**config.mk**
```make
export PLATFORM = sky130hd
export DESIGN_NAME = line_fold_at_last_blank_unit
export DESIGN_NICKNAME = d
export VERILOG_FILES = /design/src/hw/rtl/lfb_pkg.sv /design/src/hw/rtl/lfb_ctrl.sv /design/src/hw/rtl/lfb_dpath.sv /design/src/hw/rtl/line_fold_at_last_blank_unit.sv
export SDC_FILE = /design/constraint.sdc
export NUM_CORES = 1
export LEC_CHECK = 0
export ABC_CLOCK_PERIOD_IN_PS = 9490
export BUFFER_PORTS_ARGS = -buffer_cell sky130_fd_sc_hd__buf_2
export CAP_MARGIN = 20
export CORE_MARGIN = 2
export CORE_UTILIZATION = 65
export DETAILED_ROUTE_END_ITERATION = 7
export HOLD_SLACK_MARGIN = 0.02
export PLACE_DENSITY = 0.79
export SLEW_MARGIN = 20
export SYNTH_ARGS = -nofsm -noshare
export SYNTH_HDL_FRONTEND = slang
export SYNTH_SLANG_ARGS = --single-unit
```
**constraint.sdc**
```tcl
create_clock -name clock -period 9.49 [get_ports clock]
set_input_delay 0.4745 -clock clock [delete_from_list [all_inputs] [get_ports clock]]
set_output_delay 0.4745 -clock clock [all_outputs]
set_load 0.01 [all_outputs]
```
**src/hw/rtl/lfb_pkg.sv**
```systemverilog
// lfb_pkg: types, character codes and helpers shared by the line folder.
// No dependencies; imported by lfb_ctrl, lfb_dpath and the top level.
package lfb_pkg;

   localparam int CHAR_W            = 8;
   localparam int FOLD_W            = 5;
   localparam int MAX_WIDTH_DEFAULT = 31;

   localparam logic [CHAR_W-1:0] NL_CHAR    = 8'd10;
   localparam logic [CHAR_W-1:0] SPACE_CHAR = 8'd32;
   localparam logic [CHAR_W-1:0] TAB_CHAR   = 8'd9;

   localparam logic [FOLD_W-1:0] MIN_FOLD_WIDTH   = 5'd2;
   localparam logic [FOLD_W-1:0] FOLD_WIDTH_RESET = 5'd31;

   typedef enum logic [2:0] {
      ST_IDLE,
      ST_DECIDE,
      ST_READ,
      ST_SEND,
      ST_NL,
      ST_APPEND
   } state_type;

   // controller -> datapath
   typedef struct packed {
      logic load;       // capture the accepted input byte
      logic clear_idx;  // start a new emit run
      logic read;       // read the buffer at head + idx
      logic send_byte;  // push the read byte to the output register
      logic send_nl;    // push the newline beat and apply the cut or flush
      logic append;     // store the input byte in the segment
   } lfb_cmd_type;

   // datapath -> controller
   typedef struct packed {
      logic is_nl;      // held input byte is a newline
      logic do_cut;     // segment has reached the fold width
      logic emit_zero;  // no held bytes go out before the newline
      logic idx_last;   // current byte is the final held byte of the run
      logic out_free;   // output register can take a beat this cycle
   } lfb_sts_type;

   function automatic logic is_blank(input logic [CHAR_W-1:0] ch);
      return (ch == SPACE_CHAR) || (ch == TAB_CHAR);
   endfunction

endpackage

```
**src/hw/rtl/lfb_ctrl.sv**
```systemverilog
// lfb_ctrl: sequencer for the line folder; steps one input byte through
// decide, buffer read-out, newline and append. Depends on lfb_pkg.
module lfb_ctrl
   import lfb_pkg::*;
(
   input  logic        clock,
   input  logic        reset,
   input  logic        req_tvalid,
   output logic        req_tready,
   input  lfb_sts_type sts,
   output lfb_cmd_type cmd
);

   state_type state_ff, state_in;

   always_ff @(posedge clock) begin
      if (reset) begin
         state_ff <= ST_IDLE;
      end else begin
         state_ff <= state_in;
      end
   end

   always_comb begin
      state_in   = state_ff;
      cmd        = '0;
      req_tready = 1'b0;
      unique case (state_ff)
         ST_IDLE: begin
            req_tready = 1'b1;
            if (req_tvalid) begin
               cmd.load = 1'b1;
               state_in = ST_DECIDE;
            end
         end
         ST_DECIDE: begin
            if (sts.is_nl || sts.do_cut) begin
               cmd.clear_idx = 1'b1;
               state_in      = sts.emit_zero ? ST_NL : ST_READ;
            end else begin
               // plain byte: buffered, no beat
               cmd.append = 1'b1;
               state_in   = ST_IDLE;
            end
         end
         ST_READ: begin
            cmd.read = 1'b1;
            state_in = ST_SEND;
         end
         ST_SEND: begin
            if (sts.out_free) begin
               cmd.send_byte = 1'b1;
               state_in      = sts.idx_last ? ST_NL : ST_READ;
            end
         end
         ST_NL: begin
            if (sts.out_free) begin
               cmd.send_nl = 1'b1;
               state_in    = sts.is_nl ? ST_IDLE : ST_APPEND;
            end
         end
         ST_APPEND: begin
            cmd.append = 1'b1;
            state_in   = ST_IDLE;
         end
         default: begin
            state_in = ST_IDLE;
         end
      endcase
   end

endmodule

```
**src/hw/rtl/lfb_dpath.sv**
```systemverilog
// lfb_dpath: segment buffer (circular), fold bookkeeping, width register
// and output register of the line folder. Depends on lfb_pkg.
module lfb_dpath
   import lfb_pkg::*;
#(
   parameter int MAX_WIDTH = MAX_WIDTH_DEFAULT
)(
   input  logic              clock,
   input  logic              reset,
   input  logic [CHAR_W-1:0] req_char,
   input  logic              csr_valid,
   input  logic [FOLD_W-1:0] csr_data,
   input  logic              rsp_tready,
   output logic              rsp_tvalid,
   output logic [CHAR_W-1:0] rsp_char,
   output logic              rsp_last,
   input  lfb_cmd_type       cmd,
   output lfb_sts_type       sts
);

   localparam int CW    = $clog2(MAX_WIDTH + 1);
   localparam int DEPTH = 2 ** CW;

   logic [CHAR_W-1:0] buf_mem [DEPTH];

   logic [FOLD_W-1:0] fold_width_ff, fold_width_in;
   logic [CW-1:0]     head_ff, head_in;
   logic [CW-1:0]     count_ff, count_in;
   logic [CW-1:0]     blank_pos_ff, blank_pos_in;
   logic              blank_seen_ff, blank_seen_in;
   logic              drop_ff, drop_in;
   logic [CW-1:0]     idx_ff, idx_in;
   logic              rsp_valid_ff, rsp_valid_in;

   logic [CHAR_W-1:0] char_ff;
   logic [CHAR_W-1:0] last_char_ff;
   logic [CHAR_W-1:0] rd_data_ff;
   logic [CHAR_W-1:0] rsp_data_ff;
   logic              rsp_last_ff;

   logic [FOLD_W-1:0] width_eff;
   logic              is_nl;
   logic              do_cut;
   logic              blank_cut;
   logic [CW-1:0]     emit_n;
   logic              out_free;
   logic              wr_en;
   logic [CW-1:0]     wr_addr;
   logic [CW-1:0]     rd_addr;

   always_comb begin
      if (fold_width_ff < MIN_FOLD_WIDTH) begin
         width_eff = MIN_FOLD_WIDTH;
      end else if (fold_width_ff > FOLD_W'(MAX_WIDTH)) begin
         width_eff = FOLD_W'(MAX_WIDTH);
      end else begin
         width_eff = fold_width_ff;
      end
   end

   assign is_nl    = (char_ff == NL_CHAR);
   assign do_cut   = (FOLD_W'(count_ff) >= width_eff);
   // cut before the last blank only when neither side of the cut is blank
   assign blank_cut = blank_seen_ff && (blank_pos_ff < count_ff)
                      && !is_blank(last_char_ff) && !is_blank(char_ff);
   assign emit_n   = (!is_nl && blank_cut) ? blank_pos_ff : count_ff;
   assign out_free = !rsp_valid_ff || rsp_tready;

   assign sts.is_nl     = is_nl;
   assign sts.do_cut    = do_cut;
   assign sts.emit_zero = (emit_n == '0);
   assign sts.idx_last  = (idx_ff == CW'(emit_n - 1'b1));
   assign sts.out_free  = out_free;

   assign wr_en   = cmd.append && !(drop_ff && is_blank(char_ff));
   assign wr_addr = CW'(head_ff + count_ff);
   assign rd_addr = CW'(head_ff + idx_ff);

   always_comb begin
      fold_width_in = fold_width_ff;
      head_in       = head_ff;
      count_in      = count_ff;
      blank_pos_in  = blank_pos_ff;
      blank_seen_in = blank_seen_ff;
      drop_in       = drop_ff;
      idx_in        = idx_ff;
      rsp_valid_in  = rsp_valid_ff;

      if (csr_valid) begin
         fold_width_in = csr_data;
      end

      if (cmd.clear_idx) begin
         idx_in = '0;
      end else if (cmd.send_byte) begin
         idx_in = CW'(idx_ff + 1'b1);
      end

      if (cmd.send_byte || cmd.send_nl) begin
         rsp_valid_in = 1'b1;
      end else if (rsp_tready) begin
         rsp_valid_in = 1'b0;
      end

      if (cmd.send_nl) begin
         blank_pos_in  = '0;
         blank_seen_in = 1'b0;
         if (is_nl) begin
            count_in = '0;
            drop_in  = 1'b0;
         end else if (blank_cut) begin
            // the tail after the blank becomes the new segment
            head_in  = CW'(head_ff + blank_pos_ff + 1'b1);
            count_in = CW'(count_ff - blank_pos_ff - 1'b1);
            drop_in  = 1'b0;
         end else begin
            count_in = '0;
            drop_in  = 1'b1;
         end
      end

      if (cmd.append) begin
         drop_in = 1'b0;
         if (wr_en) begin
            count_in = CW'(count_ff + 1'b1);
            if (is_blank(char_ff)) begin
               blank_pos_in  = count_ff;
               blank_seen_in = 1'b1;
            end
         end
      end
   end

   always_ff @(posedge clock) begin
      if (reset) begin
         fold_width_ff <= FOLD_WIDTH_RESET;
         head_ff       <= '0;
         count_ff      <= '0;
         blank_pos_ff  <= '0;
         blank_seen_ff <= 1'b0;
         drop_ff       <= 1'b0;
         idx_ff        <= '0;
         rsp_valid_ff  <= 1'b0;
      end else begin
         fold_width_ff <= fold_width_in;
         head_ff       <= head_in;
         count_ff      <= count_in;
         blank_pos_ff  <= blank_pos_in;
         blank_seen_ff <= blank_seen_in;
         drop_ff       <= drop_in;
         idx_ff        <= idx_in;
         rsp_valid_ff  <= rsp_valid_in;
      end
   end

   always_ff @(posedge clock) begin
      if (cmd.load) begin
         char_ff <= req_char;
      end
      if (wr_en) begin
         last_char_ff <= char_ff;
      end
      if (cmd.send_byte) begin
         rsp_data_ff <= rd_data_ff;
         rsp_last_ff <= 1'b0;
      end else if (cmd.send_nl) begin
         rsp_data_ff <= NL_CHAR;
         rsp_last_ff <= 1'b1;
      end
   end

   always_ff @(posedge clock) begin
      if (wr_en) begin
         buf_mem[wr_addr] <= char_ff;
      end
      if (cmd.read) begin
         rd_data_ff <= buf_mem[rd_addr];
      end
   end

   assign rsp_tvalid = rsp_valid_ff;
   assign rsp_char   = rsp_data_ff;
   assign rsp_last   = rsp_last_ff;

endmodule

```
**src/hw/rtl/line_fold_at_last_blank_unit.sv**
```systemverilog
// line_fold_at_last_blank_unit: greedy word-wrap line folder, top level.
// Instantiates lfb_ctrl and lfb_dpath; depends on lfb_pkg.
//
//   channel | dir | handshake             | payload
//   req     | in  | req_tvalid/req_tready | tdata[7:0] in_char
//   rsp     | out | rsp_tvalid/rsp_tready | tdata[7:0] out_char, tlast last
//   csr     | in  | csr_valid/csr_ready   | csr_data[4:0] fold_width
//
// A byte that is only buffered passes through accept, then decide + append.
// A fold sending k held bytes steps through accept, decide, then for each held
// beat a buffer read and an output-register load by the sequencer, then the
// newline beat and the append; a newline input skips the append.
// Reset is synchronous; the buffer has no clearing pass and needs none.
// Output stalls hold the sequencer; req_tready is high only between bytes.
module line_fold_at_last_blank_unit
   import lfb_pkg::*;
#(
   parameter int MAX_WIDTH = MAX_WIDTH_DEFAULT
)(
   input  logic              clock,
   input  logic              reset,
   input  logic              req_tvalid,
   output logic              req_tready,
   input  logic [CHAR_W-1:0] req_tdata,   // [7:0] in_char
   output logic              rsp_tvalid,
   input  logic              rsp_tready,
   output logic [CHAR_W-1:0] rsp_tdata,   // [7:0] out_char
   output logic              rsp_tlast,
   input  logic              csr_valid,
   output logic              csr_ready,
   input  logic [FOLD_W-1:0] csr_data
);

   lfb_cmd_type cmd;
   lfb_sts_type sts;

   assign csr_ready = 1'b1;

   lfb_ctrl u_ctrl (
      .clock      (clock),
      .reset      (reset),
      .req_tvalid (req_tvalid),
      .req_tready (req_tready),
      .sts        (sts),
      .cmd        (cmd)
   );

   lfb_dpath #(
      .MAX_WIDTH (MAX_WIDTH)
   ) u_dpath (
      .clock      (clock),
      .reset      (reset),
      .req_char   (req_tdata),
      .csr_valid  (csr_valid),
      .csr_data   (csr_data),
      .rsp_tready (rsp_tready),
      .rsp_tvalid (rsp_tvalid),
      .rsp_char   (rsp_tdata),
      .rsp_last   (rsp_tlast),
      .cmd        (cmd),
      .sts        (sts)
   );

   // one byte in flight: no second accept right after an accept
   a_single_item: assert property (@(posedge clock) disable iff (reset)
      req_tvalid && req_tready |=> !req_tready)
      else $error("input accepted while previous byte still in work");

   // every run of beats closes with the newline
   a_last_is_nl: assert property (@(posedge clock) disable iff (reset)
      rsp_tvalid && rsp_tlast |-> rsp_tdata == NL_CHAR)
      else $error("final beat is not a newline");

   // buffer port is either read or written, never both
   a_buf_port: assert property (@(posedge clock) disable iff (reset)
      !(cmd.read && cmd.append))
      else $error("segment buffer read and append in the same cycle");

   // a beat is loaded only when the output register can take it
   a_out_load: assert property (@(posedge clock) disable iff (reset)
      (cmd.send_byte || cmd.send_nl) |-> (!rsp_tvalid || rsp_tready))
      else $error("output register overwritten while stalled");

endmodule
```
# Word level (Yosys, flattened, before mapping)

Memory sizes are Yosys's and may differ from the RTL's. A register that Yosys moved wholly into a read port is not among the register bits.
Cells that the tools add are included.

Output and inout port bits: 12
RAM bits: 256
Register bits: 56
Memories kept: 1
Input bits: 18
Logic and storage cells: 109

$lt $le $gt $ge: 4
Bitwise operators: 1
Reduce and logical (&&, ||, !) cells: 24
Equality and inequality tests: 14
Mux-type cells: 43
Add/sub/neg operators: 9

Memories:

| name            | depth | width | read ports | clocked after Yosys merged registers in | wr ports | RTL line        | RTL |
|---|---|---|---|---|---|---|---|
| u_dpath.buf_mem | 32    | 8     | 1          | 1                                       | 1        | lfb_dpath.sv:24 | `logic [CHAR_W-1:0] buf_mem [DEPTH];` |

Operator list:

| operator            | number |
|---|---|
| $mux 5              | 12 |
| $eq 8x4->1 const B  | 3 |
| $mux 3              | 7 |
| $mux 1              | 20 |
| $eq 8x6->1 const B  | 2 |
| $mux 8              | 2 |
| $add 5x1->5 const B | 3 |
| $add 5x5->5         | 3 |
| $pmux 3 s5          | 1 |
| $sub 5x1->5 const B | 2 |
| $eq 3x2->1 const B  | 2 |
| $eq 3x3->1 const B  | 2 |
| $logic_and 1x1->1   | 6 |
| $reduce_and 3->1    | 2 |
| $eq 5x5->1          | 1 |
| $ge 5x5->1          | 1 |
| $gt 5x5->1 const B  | 1 |
| $logic_not 1->1     | 5 |
| $logic_not 5->1     | 1 |
| $logic_or 1x1->1    | 5 |
| $lt 5x2->1 const B  | 1 |
| $lt 5x5->1          | 1 |
| $sub 5x5->5         | 1 |
| $ne 2x1->1 const B  | 2 |
| other kinds (7)     | 9 |

# Depth between registers and ports, before layout

Gate-level depths: netlist of run 1.

Word-level depth: 12
Gate-level depth with buffers: 10
Gate-level depth less buffers: 10

# By module

Synthesis of run 1 repeated with hierarchy kept, for this count alone.

Cell total of the unflattened synthesis: 768
Area total of the unflattened synthesis: 13,431.6 um^2

By module, submodules not included:

| module                       | instances | area each (um^2) | sequential area each (um^2) | cells an instance |
|---|---|---|---|---|
| lfb_dpath                    | 1         | 13,153.9         | 9,228.9                     | 727 |
| lfb_ctrl                     | 1         | 266.5            | 60.1                        | 39 |
| line_fold_at_last_blank_unit | 1         | 11.3             | 0.0                         | 2 |

# Worst setup path after synthesis of run 1

Ideal clock, no wire load.

Path type: reg-to-reg
From: register u_dpath.fold_width_ff[4]
To: memory u_dpath.buf_mem[10][0] (enable)
Setup time: 370 ps
Clock period less this slack: 3,254 ps
Setup slack: 6,236 ps
Required time: 9,120 ps
Buffers on the path: 0
Cell stages (with the launch flop): 10
Arrival: 2,884 ps
Path through: dfxtp_1 > o41a_1 > ha_1 > nand2b_1 > a2111o_1 > a311oi_2 > o211ai_4 > inv_2 > nand3b_1 > nor2_1

Longest elaborated chain between the ends: 10
Elaborated cells between the ends (all ways): 11
Those cells by class: order compare: 3; mux: 6; reduce/logical: 2

Ends and longest elaborated chain:

| item                             | RTL line         | RTL |
|---|---|---|
| start, declared                  | lfb_dpath.sv:26  | `logic [FOLD_W-1:0] fold_width_ff, fold_width_in;` |
| start signal, assigned           | lfb_dpath.sv:145 | `fold_width_ff <= fold_width_in;` |
| $gt 5x5->1                       | lfb_dpath.sv:54  | `end else if (fold_width_ff > FOLD_W'(MAX_WIDTH)) begin` |
| $mux 5                           | lfb_dpath.sv:54  |  |
| $mux 5 (*)                       | lfb_dpath.sv:52  | `if (fold_width_ff < MIN_FOLD_WIDTH) begin` |
| $ge 5x5->1 (*)                   | lfb_dpath.sv:62  | `assign do_cut = (FOLD_W'(count_ff) >= width_eff);` |
| $logic_or 1x1->1 (*)             | lfb_ctrl.sv:37   | `if (sts.is_nl \|\| sts.do_cut) begin` |
| $mux 1 (*)                       | lfb_ctrl.sv:37   |  |
| $pmux 1 s2 (*)                   | lfb_ctrl.sv:28   | `unique case (state_ff)` |
| $logic_and 1x1->1 (*)            | lfb_dpath.sv:75  | `assign wr_en = cmd.append && !(drop_ff && is_blank(char_ff));` |
| named net u_dpath.wr_en          | lfb_dpath.sv:47  | `logic wr_en;` |
| $mux 1 (*)                       | lfb_dpath.sv:173 | `if (wr_en) begin` |
| $mux 1 (not written as such) (*) | lfb_dpath.sv:174 | `buf_mem[wr_addr] <= char_ff;` |
| end, declared                    | lfb_dpath.sv:24  |  |

The timed path passes the listed nets; every way through them passes the cells marked *.

# Final worst setup path of run 1

From: register u_dpath.count_ff[0]
To: memory u_dpath.buf_mem[23][4] (enable)

Longest elaborated chain between the ends: 7
Elaborated cells between the ends (all ways): 8
Those cells by class: add/sub: 1; order compare: 1; mux: 4; reduce/logical: 2

Ends and longest elaborated chain:

| item                         | RTL line         | RTL |
|---|---|---|
| start, declared              | lfb_dpath.sv:28  | `logic [CW-1:0] count_ff, count_in;` |
| start signal, assigned       | lfb_dpath.sv:147 | `count_ff <= count_in;` |
| $ge 5x5->1                   | lfb_dpath.sv:62  |  |
| $logic_or 1x1->1             | lfb_ctrl.sv:37   |  |
| $mux 1                       | lfb_ctrl.sv:37   |  |
| $pmux 1 s2                   | lfb_ctrl.sv:28   |  |
| $logic_and 1x1->1            | lfb_dpath.sv:75  |  |
| named net u_dpath.wr_en      | lfb_dpath.sv:47  |  |
| $mux 1                       | lfb_dpath.sv:173 |  |
| $mux 1 (not written as such) | lfb_dpath.sv:174 |  |

The timed path passes the listed nets, and every way through them passes these cells.

==> results.ini, run 1 <==
[drt]
route.vias.total = 7313
routedWlPerCell_um = 27.3
antenna_violating_nets_post_route = 0
detail_route.wirelength_um = 30100
drt_pass1_iterations = 5
detail_route.iter0.violations = 851
drc_errors = 0
detail_route.vias_per_cell = 6.64

[sta]
setup-tns-final_ns = 0
setup_repair_after_global_routing_missed_its_margin = no
drv_slew = 0
final-hold-violation-count = 0
post-route-worst-setup-slack_ns = 5.19
final_min_period_over_clock_period_pct = 45.3
max_freq_ghz = 0.233
finalClockSkew_ns = 0.00988
max-slew-margin-rel_pct = 38.8
setup_viol_count_final = 0
tightestPinTransition_ns = 0.918
final_period_demand_of_the_worst_path_ns = 4.30

[setup_path]
wp_data_arrival_ns = 4.48
worst-endpoint-required_ns = 9.67
endpoint_kind = flop
worstPathBufferInverterCount = 2
crit_type = reg -> reg
critPathTopFamily = simple AND/OR/NAND/NOR gates
critical_path.slowest_cell = sky130_fd_sc_hd__nor2_1
cpPeakStageDelay_ns = 0.82
cp_cell_sequence = inv_1, ha_1, nand2b_1, a2111o_1, a311oi_2, o211ai_4, inv_2, nand3_1, nor2_1
worstSetupStartpointType = flop
path_max_fanout = 15

[synth]
ys_warn_count = 0
yosys-top-cells-count = sky130_fd_sc_hd__edfxtp_1 (288), sky130_fd_sc_hd__mux4_2 (80), sky130_fd_sc_hd__nor2_1 (59)
postSynthCellCount = 766
post_synth_instance_area_sq_um = 13500
yosys.cell_types.count = 65
synth_area_leader_cell = sky130_fd_sc_hd__edfxtp_1
yosys.cell_count.top_type = sky130_fd_sc_hd__edfxtp_1
synth_enable_flop_cells = 288
synth_fp_nets = 815
synth-seq-area-share_pct = 68.8
synth-async-reset-ratio_pct = 0
synth_top_area_share_pct = 64.0
post_synth_main_area_contributors = sky130_fd_sc_hd__edfxtp_1 (64%), sky130_fd_sc_hd__mux4_2 (13%), sky130_fd_sc_hd__dfxtp_1 (4.7%), sky130_fd_sc_hd__ha_1 (2.5%), sky130_fd_sc_hd__nor2_1 (1.6%)
synth_top_flop_cell = sky130_fd_sc_hd__edfxtp_1
synth-seq-cells = 320
synthesis.area_per_instance_sq_um = 17.6

[die]
die-area_sq_um = 21900
placeableCoreArea_sq_um = 20300
die_width_um = 148
starting_density_pct = 66.5
num_io_pins = 30
dieHeight_um = 148
num_rows = 52

[clocking]
postCtsResizedCells = 0
clk_path_buf_depth = 3
htree_levels = 1
cts_setup_buffers = 0
total_clock_sinks = 320
clk_transition_reported_paths_ns = 0.06
hold_buffers = 0
clock_insertion_delay_worst_skew_ns = 0.56
cts-buffers-inserted = 30
clock_root_buffer_master = sky130_fd_sc_hd__clkbuf_16
tritoncts_clock_tree = done

[layout]
drive_gt1_share_pct = 23.3
layout.nets = 856
syn_to_layout_area_delta_pct = 10.1
n_antenna_cell = 0
finish.instance_area_sq_um = 14900

[placed_design]
placed_cell_area_sq_um = 14000
dp_hpwl_um = 18700
portBuffers = 28
place_ws_ns = 5.36
gpl.final_weighted_congestion = 0.860

[global_routing]
gr-usage-all-layers_pct = 28.2
largest_net_degree_at_the_start_of_global_routing = 37
global_route_overflow = 0
antenna_found_initial = 0
grt_first_pass_wirelength_um = 44900
first_global_vias = 7296

[power_and_ir_drop]
fin_total_pwr_mw = 2.74
vdd.ir_drop.worst_uv = 200
power.leakage_nw = 4.85
power_per_cell_area_nw_per_um2 = 184

[run_status]
run_status = completed

[min_path]
worstHoldPathType = in -> reg

[flow_run]
max-cap-violations = 0

cell type report:
class,count,area (sq um)
Multi-Input combinational cell,390,4010
Timing Repair Buffer,43,253
Sequential cell,320,9290
Inverter,22,82.6
Fill cell,1209,5430
Clock buffer,35,769
Clock inverter,21,135
Tap cell,270,338
kinds of logic after synthesis:
family | count (synthesis) | synth area share (%)
mux | 96 | 14.6
simple gates | 159 | 5.97
flops | 320 | 68.8
fa+ha+maj | 31 | 3.09
compound gates | 77 | 4.10
buf+inv | 56 | 1.73
other cells | 1 | 0.0278
xor+xnor | 26 | 1.69
final timing paths:
check	to	start	slack, ns	depth (start not counted)
max	u_dpath.buf_mem[23][4]	u_dpath.count_ff[0]	5.19	9
min	u_dpath.char_ff[2]	req_tdata[2]	0.1	1
max reg2reg	u_dpath.buf_mem[23][4]	u_dpath.count_ff[0]	5.19	9
min reg2reg	u_dpath.rsp_last	u_dpath.rsp_last	0.46	2
where the power goes:
| part | switching, mW | internal [mW] | leakage, nW | total (mW) |
|---|---|---|---|---|
| clock network | 0.498 | 0.606 | 0.447 | 1.10 |
| logic | 0.0561 | 0.0240 | 1.53 | 0.0801 |
| registers | 0.00635 | 1.54 | 2.87 | 1.55 |
| total | 0.561 | 2.17 | 4.85 | 2.74 |
per-layer routing:
metal  vias up  wire (um)  track usage [%]  part of all wire, %
met5         -          0                0                    0
met4         0       1170             9.76                  3.9
met3        68       2670             4.63                  8.9
met2       425      14800             45.9                   49
met1      3689      11500             39.7                   38
li1       3131          -                -                    -
per-stage QoR:
stage / hold WS [ns] / cells / util [%]
after CTS: 0.0714 / 1101 / 73.3
after floorplan: 0.437 / 766 / -
after global routing: 0.0685 / 1101 / 73.3
after detailed placement: 0.451 / 1045 / 68.8
final: 0.0973 / 1101 / 73.3
after global placement: 0.434 / 1045 / 68.8
flip-flops by register name (all words and copies together) (netlist names):
signal and flops:
u_dpath.head_ff 5, u_dpath.drop_ff 1, u_dpath.buf_mem 256, u_dpath.char_ff 8
u_dpath.rsp_last 1, u_dpath.count_ff 5, u_dpath.rsp_char 8, u_dpath.fold_width_ff 5
u_ctrl.state_ff 3, u_dpath.idx_ff 5, u_dpath.blank_pos_ff 5, u_dpath.blank_seen_ff 1
u_dpath.rd_data_ff 8, u_dpath.last_char_ff 8, u_dpath.rsp_tvalid 1
layout by cell type (no fill, tap or decap), types with 7 or more instances in the layout:
master / instances
sky130_fd_sc_hd__a21o_1: 9
sky130_fd_sc_hd__a21oi_1: 27
sky130_fd_sc_hd__and2_1: 9
sky130_fd_sc_hd__buf_2: 28
sky130_fd_sc_hd__buf_4: 15
sky130_fd_sc_hd__clkbuf_16: 30
sky130_fd_sc_hd__clkinv_1: 7
sky130_fd_sc_hd__clkinv_2: 10
sky130_fd_sc_hd__dfxtp_1: 32
sky130_fd_sc_hd__edfxtp_1: 288
sky130_fd_sc_hd__ha_1: 26
sky130_fd_sc_hd__inv_1: 21
sky130_fd_sc_hd__mux2_2: 8
sky130_fd_sc_hd__mux4_2: 80
sky130_fd_sc_hd__nand2_1: 28
sky130_fd_sc_hd__nand3_1: 10
sky130_fd_sc_hd__nor2_1: 59
sky130_fd_sc_hd__nor3_1: 13
sky130_fd_sc_hd__o211ai_1: 8
sky130_fd_sc_hd__xnor2_1: 17
sky130_fd_sc_hd__xor2_1: 8
No activity file was read; power rests on OpenSTA's default activity.
==> inputs of run 2 (changes only) <==
--- a/config.mk
+++ b/config.mk
@@ -5,14 +5,14 @@
 export SDC_FILE = /design/constraint.sdc
 export NUM_CORES = 1
 export LEC_CHECK = 0
-export ABC_CLOCK_PERIOD_IN_PS = 9490
+export ABC_CLOCK_PERIOD_IN_PS = 3700
 export BUFFER_PORTS_ARGS = -buffer_cell sky130_fd_sc_hd__buf_2
 export CAP_MARGIN = 20
 export CORE_MARGIN = 2
-export CORE_UTILIZATION = 65
+export CORE_UTILIZATION = 56
 export DETAILED_ROUTE_END_ITERATION = 7
 export HOLD_SLACK_MARGIN = 0.02
-export PLACE_DENSITY = 0.79
+export PLACE_DENSITY = 0.72
 export SLEW_MARGIN = 20
 export SYNTH_ARGS = -nofsm -noshare
 export SYNTH_HDL_FRONTEND = slang
==> constraint.sdc (replaced) <==
create_clock -name clock -period 3.7 [get_ports clock]
set_input_delay 0.185 -clock clock [delete_from_list [all_inputs] [get_ports clock]]
set_output_delay 0.185 -clock clock [all_outputs]
set_load 0.01 [all_outputs]
==> results.ini, run 2 (synthesized netlist as in run 1, its figures left out) <==
[setup_path]
critPathTopFamily = compound AO/OA/AOI/OAI gates
worstSetupStartpointType = flop
worst-endpoint-required_ns = 3.96
critical_path.slowest_cell = sky130_fd_sc_hd__or3_1
endpoint_kind = flop
cp_cell_sequence = o41a_1, ha_1, nand2b_1, a2111o_1, a311oi_2, o211ai_4, or3_1, nor2_1, buf_4
path_max_fanout = 10
worstPathBufferInverterCount = 1
cpPeakStageDelay_ns = 0.61
wp_data_arrival_ns = 3.75
crit_type = reg -> reg

[global_routing]
antenna_found_initial = 1
largest_net_degree_at_the_start_of_global_routing = 36
gr-usage-all-layers_pct = 24.6
global_route_overflow = 0
grt_first_pass_wirelength_um = 46300
first_global_vias = 7530

[clocking]
total_clock_sinks = 320
clk_path_buf_depth = 3
tritoncts_clock_tree = done
postCtsResizedCells = 0
clock_root_buffer_master = sky130_fd_sc_hd__clkbuf_16
clock_insertion_delay_worst_skew_ns = 0.56
cts-buffers-inserted = 31
clk_transition_reported_paths_ns = 0.06
htree_levels = 1

[sta]
max_freq_ghz = 0.287
final_min_period_over_clock_period_pct = 94.2
drv_slew = 0
finalClockSkew_ns = 0.0139
post-route-worst-setup-slack_ns = 0.215
max-slew-margin-rel_pct = 43.3
final-hold-violation-count = 0
final_period_demand_of_the_worst_path_ns = 3.49
setup_viol_count_final = 0
setup_repair_after_global_routing_missed_its_margin = no
setup-tns-final_ns = 0
tightestPinTransition_ns = 0.844

[drt]
detail_route.vias_per_cell = 6.18
detail_route.wirelength_um = 30700
drc_errors = 0
drt_pass1_iterations = 5
route.vias.total = 7537
antenna_violating_nets_post_route = 0
routedWlPerCell_um = 25.2
detail_route.iter0.violations = 934

[layout]
largest_register = u_dpath.buf_mem
layout.nets = 924
most-common-layout-cells = sky130_fd_sc_hd__edfxtp_1 (288), sky130_fd_sc_hd__mux4_2 (80), sky130_fd_sc_hd__nor2_1 (59)
drive_gt1_share_pct = 27.1
mostFrequentLayoutCell = sky130_fd_sc_hd__edfxtp_1
syn_to_layout_area_delta_pct = 16.6
largest_register_ffs = 256

[placed_design]
dp_hpwl_um = 19800
gpl.final_weighted_congestion = 0.834
place_ws_ns = 0.254
portBuffers = 28

[power_and_ir_drop]
vdd.ir_drop.worst_uv = 418
power.leakage_nw = 5.27
power_per_cell_area_nw_per_um2 = 480

[min_path]
worstHoldPathType = in -> reg

[die]
die-area_sq_um = 25400
num_rows = 56
starting_density_pct = 57.4
num_io_pins = 30
placeableCoreArea_sq_um = 23500
die_width_um = 159
dieHeight_um = 159

[flow_run]
max-cap-violations = 0

[run_status]
run_status = completed

run 2: changes by cell type in the layout (fill, tap and decap cells not counted), sizes merged:
cell         change
buf             +44
bufinv           +6
clkinv           -7
inv              +4
dlygate4sd3     +23
clkbuf           -2
diode            +1
run 2: worst paths after layout:
kind / end / start / slack (ns) / depth (start not counted)
max: u_dpath.buf_mem[24][7] / u_dpath.fold_width_ff[4] / 0.21 / 9
min: u_dpath.head_ff[1] / reset / 0.06 / 2
max reg2reg: u_dpath.buf_mem[24][7] / u_dpath.fold_width_ff[4] / 0.21 / 9
min reg2reg: u_dpath.rsp_last / u_dpath.rsp_last / 0.45 / 2
run 2: repair_timing:
item                      4_1_cts  5_1_grt
hold endpoints to repair       15        0
buffers inserted                0        0
hold buffers                   23        0
run 2: layout make-up:
class	count	area, sq um
Sequential cell	320	9290
Fill cell	1584	7790
Multi-Input combinational cell	390	4010
Timing Repair Buffer	110	863
Clock buffer	33	783
Tap cell	319	399
Clock inverter	24	320
Inverter	22	82.6
Antenna cell	1	2.50
run 2: stage by stage:
| stage | utilization [%] | cell area [sq um] | power (mW) | hold slack, ns | cells |
|---|---|---|---|---|---|
| floorplan | - | 13500 | 4.17 | 0.284 | 766 |
| global placement | 61.2 | 14400 | 4.26 | 0.363 | 1138 |
| detailed placement | 61.2 | 14400 | 4.27 | 0.363 | 1138 |
| CTS | 66.9 | 15700 | 7.60 | 0.0403 | 1218 |
| global route | 66.9 | 15700 | 7.77 | 0.0488 | 1218 |
| finish | 66.9 | 15700 | 7.57 | 0.0586 | 1219 |
run 2: where the power goes:
part	switching, mW	leakage [nW]	internal (mW)	total (mW)
clock	1.32	0.534	2.03	3.35
sequential	0.0126	2.87	3.96	3.97
combinational	0.153	1.87	0.0842	0.237
total	1.49	5.27	6.08	7.57
run 2: per-layer routing:
metal  routed length [um]  global-route usage (%)  vias to the layer above  share of wire [%]
li1                     -                       -                     3262                  -
met1                12500                    34.2                     3814                 41
met2                14800                    39.9                      406                 48
met3                 2730                    5.97                       55                8.9
met4                  639                    6.16                        0                2.1
met5                    0                       0                        -                  0
==> inputs of run 3 (changes only) <==
--- a/config.mk
+++ b/config.mk
@@ -5,14 +5,14 @@
 export SDC_FILE = /design/constraint.sdc
 export NUM_CORES = 1
 export LEC_CHECK = 0
-export ABC_CLOCK_PERIOD_IN_PS = 3700
+export ABC_AREA = 1
+export ABC_CLOCK_PERIOD_IN_PS = 3300
 export BUFFER_PORTS_ARGS = -buffer_cell sky130_fd_sc_hd__buf_2
-export CAP_MARGIN = 20
 export CORE_MARGIN = 2
-export CORE_UTILIZATION = 56
+export CORE_UTILIZATION = 62
 export DETAILED_ROUTE_END_ITERATION = 7
 export HOLD_SLACK_MARGIN = 0.02
-export PLACE_DENSITY = 0.72
+export PLACE_DENSITY = 0.76
 export SLEW_MARGIN = 20
 export SYNTH_ARGS = -nofsm -noshare
 export SYNTH_HDL_FRONTEND = slang
==> constraint.sdc (replaced) <==
create_clock -name clock -period 3.3 [get_ports clock]
set_input_delay 0.165 -clock clock [delete_from_list [all_inputs] [get_ports clock]]
set_output_delay 0.165 -clock clock [all_outputs]
set_load 0.01 [all_outputs]
==> results.ini, run 3 <==
[clocking]
cts-buffers-inserted = 34
hold_buffers = 21
clk_transition_reported_paths_ns = 0.06
clk_path_buf_depth = 3
clock_insertion_delay_worst_skew_ns = 0.51
cts_setup_buffers = 0
tritoncts_clock_tree = done
clock_root_buffer_master = sky130_fd_sc_hd__clkbuf_16
total_clock_sinks = 320
postCtsResizedCells = 0
htree_levels = 2

[sta]
drv_slew = 0
max-slew-margin-rel_pct = 53.2
setup_repair_after_global_routing_missed_its_margin = no
finalClockSkew_ns = 0.0218
final_period_demand_of_the_worst_path_ns = 2.99
max_freq_ghz = 0.334
setup_viol_count_final = 0
tightestPinTransition_ns = 0.701
final-hold-violation-count = 0
setup-tns-final_ns = 0
final_min_period_over_clock_period_pct = 90.7

[synth]
synth_fp_nets = 1257
synth_top_flop_cell = sky130_fd_sc_hd__edfxtp_1
synth-async-reset-ratio_pct = 0
yosys.cell_types.count = 43
yosys-top-cells-count = sky130_fd_sc_hd__edfxtp_1 (288), sky130_fd_sc_hd__nor2_1 (282), sky130_fd_sc_hd__nand2_1 (102)
synthesis.area_per_instance_sq_um = 11.5
synth_enable_flop_cells = 288
synth-seq-cells = 320
post_synth_main_area_contributors = sky130_fd_sc_hd__edfxtp_1 (62%), sky130_fd_sc_hd__nor2_1 (7.6%), sky130_fd_sc_hd__dfxtp_1 (4.6%), sky130_fd_sc_hd__o32ai_1 (4.1%), sky130_fd_sc_hd__o21ai_0 (3.3%)
synth-seq-area-share_pct = 66.6
post_synth_instance_area_sq_um = 13900
yosys.cell_count.top_type = sky130_fd_sc_hd__edfxtp_1
postSynthCellCount = 1208
synth_top_area_share_pct = 62.0
synth_area_leader_cell = sky130_fd_sc_hd__edfxtp_1
ys_warn_count = 0

[power_and_ir_drop]
vdd.ir_drop.worst_uv = 371
power_per_cell_area_nw_per_um2 = 535
power.leakage_nw = 5.79

[drt]
route.vias.total = 9886
antenna_violating_nets_post_route = 0
routedWlPerCell_um = 21.6
detail_route.iter0.violations = 984
detail_route.wirelength_um = 34600
drt_pass1_iterations = 5
drc_errors = 0
detail_route.vias_per_cell = 6.16

[global_routing]
largest_net_degree_at_the_start_of_global_routing = 129
first_global_vias = 9624
gr-usage-all-layers_pct = 29.6
grt_use_met1_pct = 40.6
global_route.usage.met2_pct = 48.6
antenna_found_initial = 0
global_route_overflow = 0
grt_busiest_layer = met2
grt_first_pass_wirelength_um = 53600
global_route.usage.met3_pct = 3.80

[die]
num_rows = 54
dieHeight_um = 154
die_width_um = 154
num_io_pins = 30
die-area_sq_um = 23700
starting_density_pct = 63.5
placeableCoreArea_sq_um = 22000

[placed_design]
dp_hpwl_um = 21200
gpl.final_weighted_congestion = 0.882
portBuffers = 28
numPlacedInstances = 1523

[setup_path]
path_max_fanout = 65
worst-endpoint-required_ns = 3.61
worstReg2RegStart = u_dpath.idx_ff[0]
worstSetupStartpointType = flop
timing.critical_path.from = u_dpath.idx_ff[0]
wp_data_arrival_ns = 3.30
crit_type = reg -> reg
endpoint_kind = flop

[min_path]
worstHoldPathType = in -> reg
hp-start = reset

[layout]
syn_to_layout_area_delta_pct = 14.9
drive_gt1_share_pct = 13.4
largest_register_ffs = 256
layout.nets = 1349
fillers = 1372
most-common-layout-cells = sky130_fd_sc_hd__edfxtp_1 (288), sky130_fd_sc_hd__nor2_1 (282), sky130_fd_sc_hd__nand2_1 (102)
n_antenna_cell = 0
mostFrequentLayoutCell = sky130_fd_sc_hd__edfxtp_1
largest_register = u_dpath.buf_mem
finalNonFillerCells = 1605

[flow_run]
max-cap-violations = 0

[run_status]
run_status = completed

-- run 3: power by group --
group | switching [mW] | total, mW | internal (mW)
logic | 0.298 | 0.446 | 0.147
registers | 0.0297 | 4.51 | 4.48
clock network | 1.49 | 3.62 | 2.12
-- run 3: cell families after synthesis --
group	Yosys count	share of synthesized area, %
other cells	1	0.0269
mux	17	1.37
xor+xnor	17	1.07
fa+ha+maj	31	3.00
compound gates	224	10.5
buf+inv	145	4.00
flops	320	66.6
simple gates	453	13.4
-- run 3: routing by layer --
| layer | vias to the layer above | wire, um |
|---|---|---|
| met5 | - | 0 |
| met4 | 0 | 1320 |
| met3 | 95 | 3220 |
| met2 | 589 | 16700 |
| met1 | 4716 | 13400 |
| li1 | 4486 | - |
-- run 3: cell type report --
type                       count  area (sq um)  share of cell area, %
timing repair buffer         113           868                   5.42
clock buffer                  45           923                   5.76
inverter                      88           333                   2.08
tap                          280           350                   2.19
sequential                   320          9290                   58.0
multi-input combinational    743          4130                   25.8
clock inverter                16           126                  0.789
-- run 3: path summary, 6_finish.rpt --
check	endpoint	slack, ns	depth (start not counted)
worst max-delay path	u_dpath.rd_data_ff[7]	0.31	8
worst min-delay path	u_ctrl.state_ff[1]	0.04	2
worst max register to register	u_dpath.rd_data_ff[7]	0.31	8
worst min register to register	u_dpath.blank_seen_ff	0.47	2
-- run 3: metrics by stage --
step           total power [mW]  hold WS, ns  cell area, sq um  utilization [%]  setup WS, ns
2_1_floorplan              4.84        0.264             13900                -         0.373
5_1_grt                    8.78       0.0473             16000             73.0         0.133
3_3_place_gp               4.99        0.341             14800             67.2         0.442
4_1_cts                    8.58       0.0251             16000             73.0         0.368
3_5_place_dp               5.00        0.343             14800             67.2         0.402
6_report                   8.57       0.0390             16000             73.0         0.307
-- run 3: worst max-delay path, cell delays in order (launching register included) --
cell and delay [ns]:
sky130_fd_sc_hd__dfxtp_1 0.39, sky130_fd_sc_hd__ha_4 0.20, sky130_fd_sc_hd__fa_4 0.97, sky130_fd_sc_hd__buf_12 0.29, sky130_fd_sc_hd__o21ai_0 0.13, sky130_fd_sc_hd__o32ai_1 0.25, sky130_fd_sc_hd__mux2_2 0.25, sky130_fd_sc_hd__nor2_1 0.05
sky130_fd_sc_hd__o31ai_1 0.25
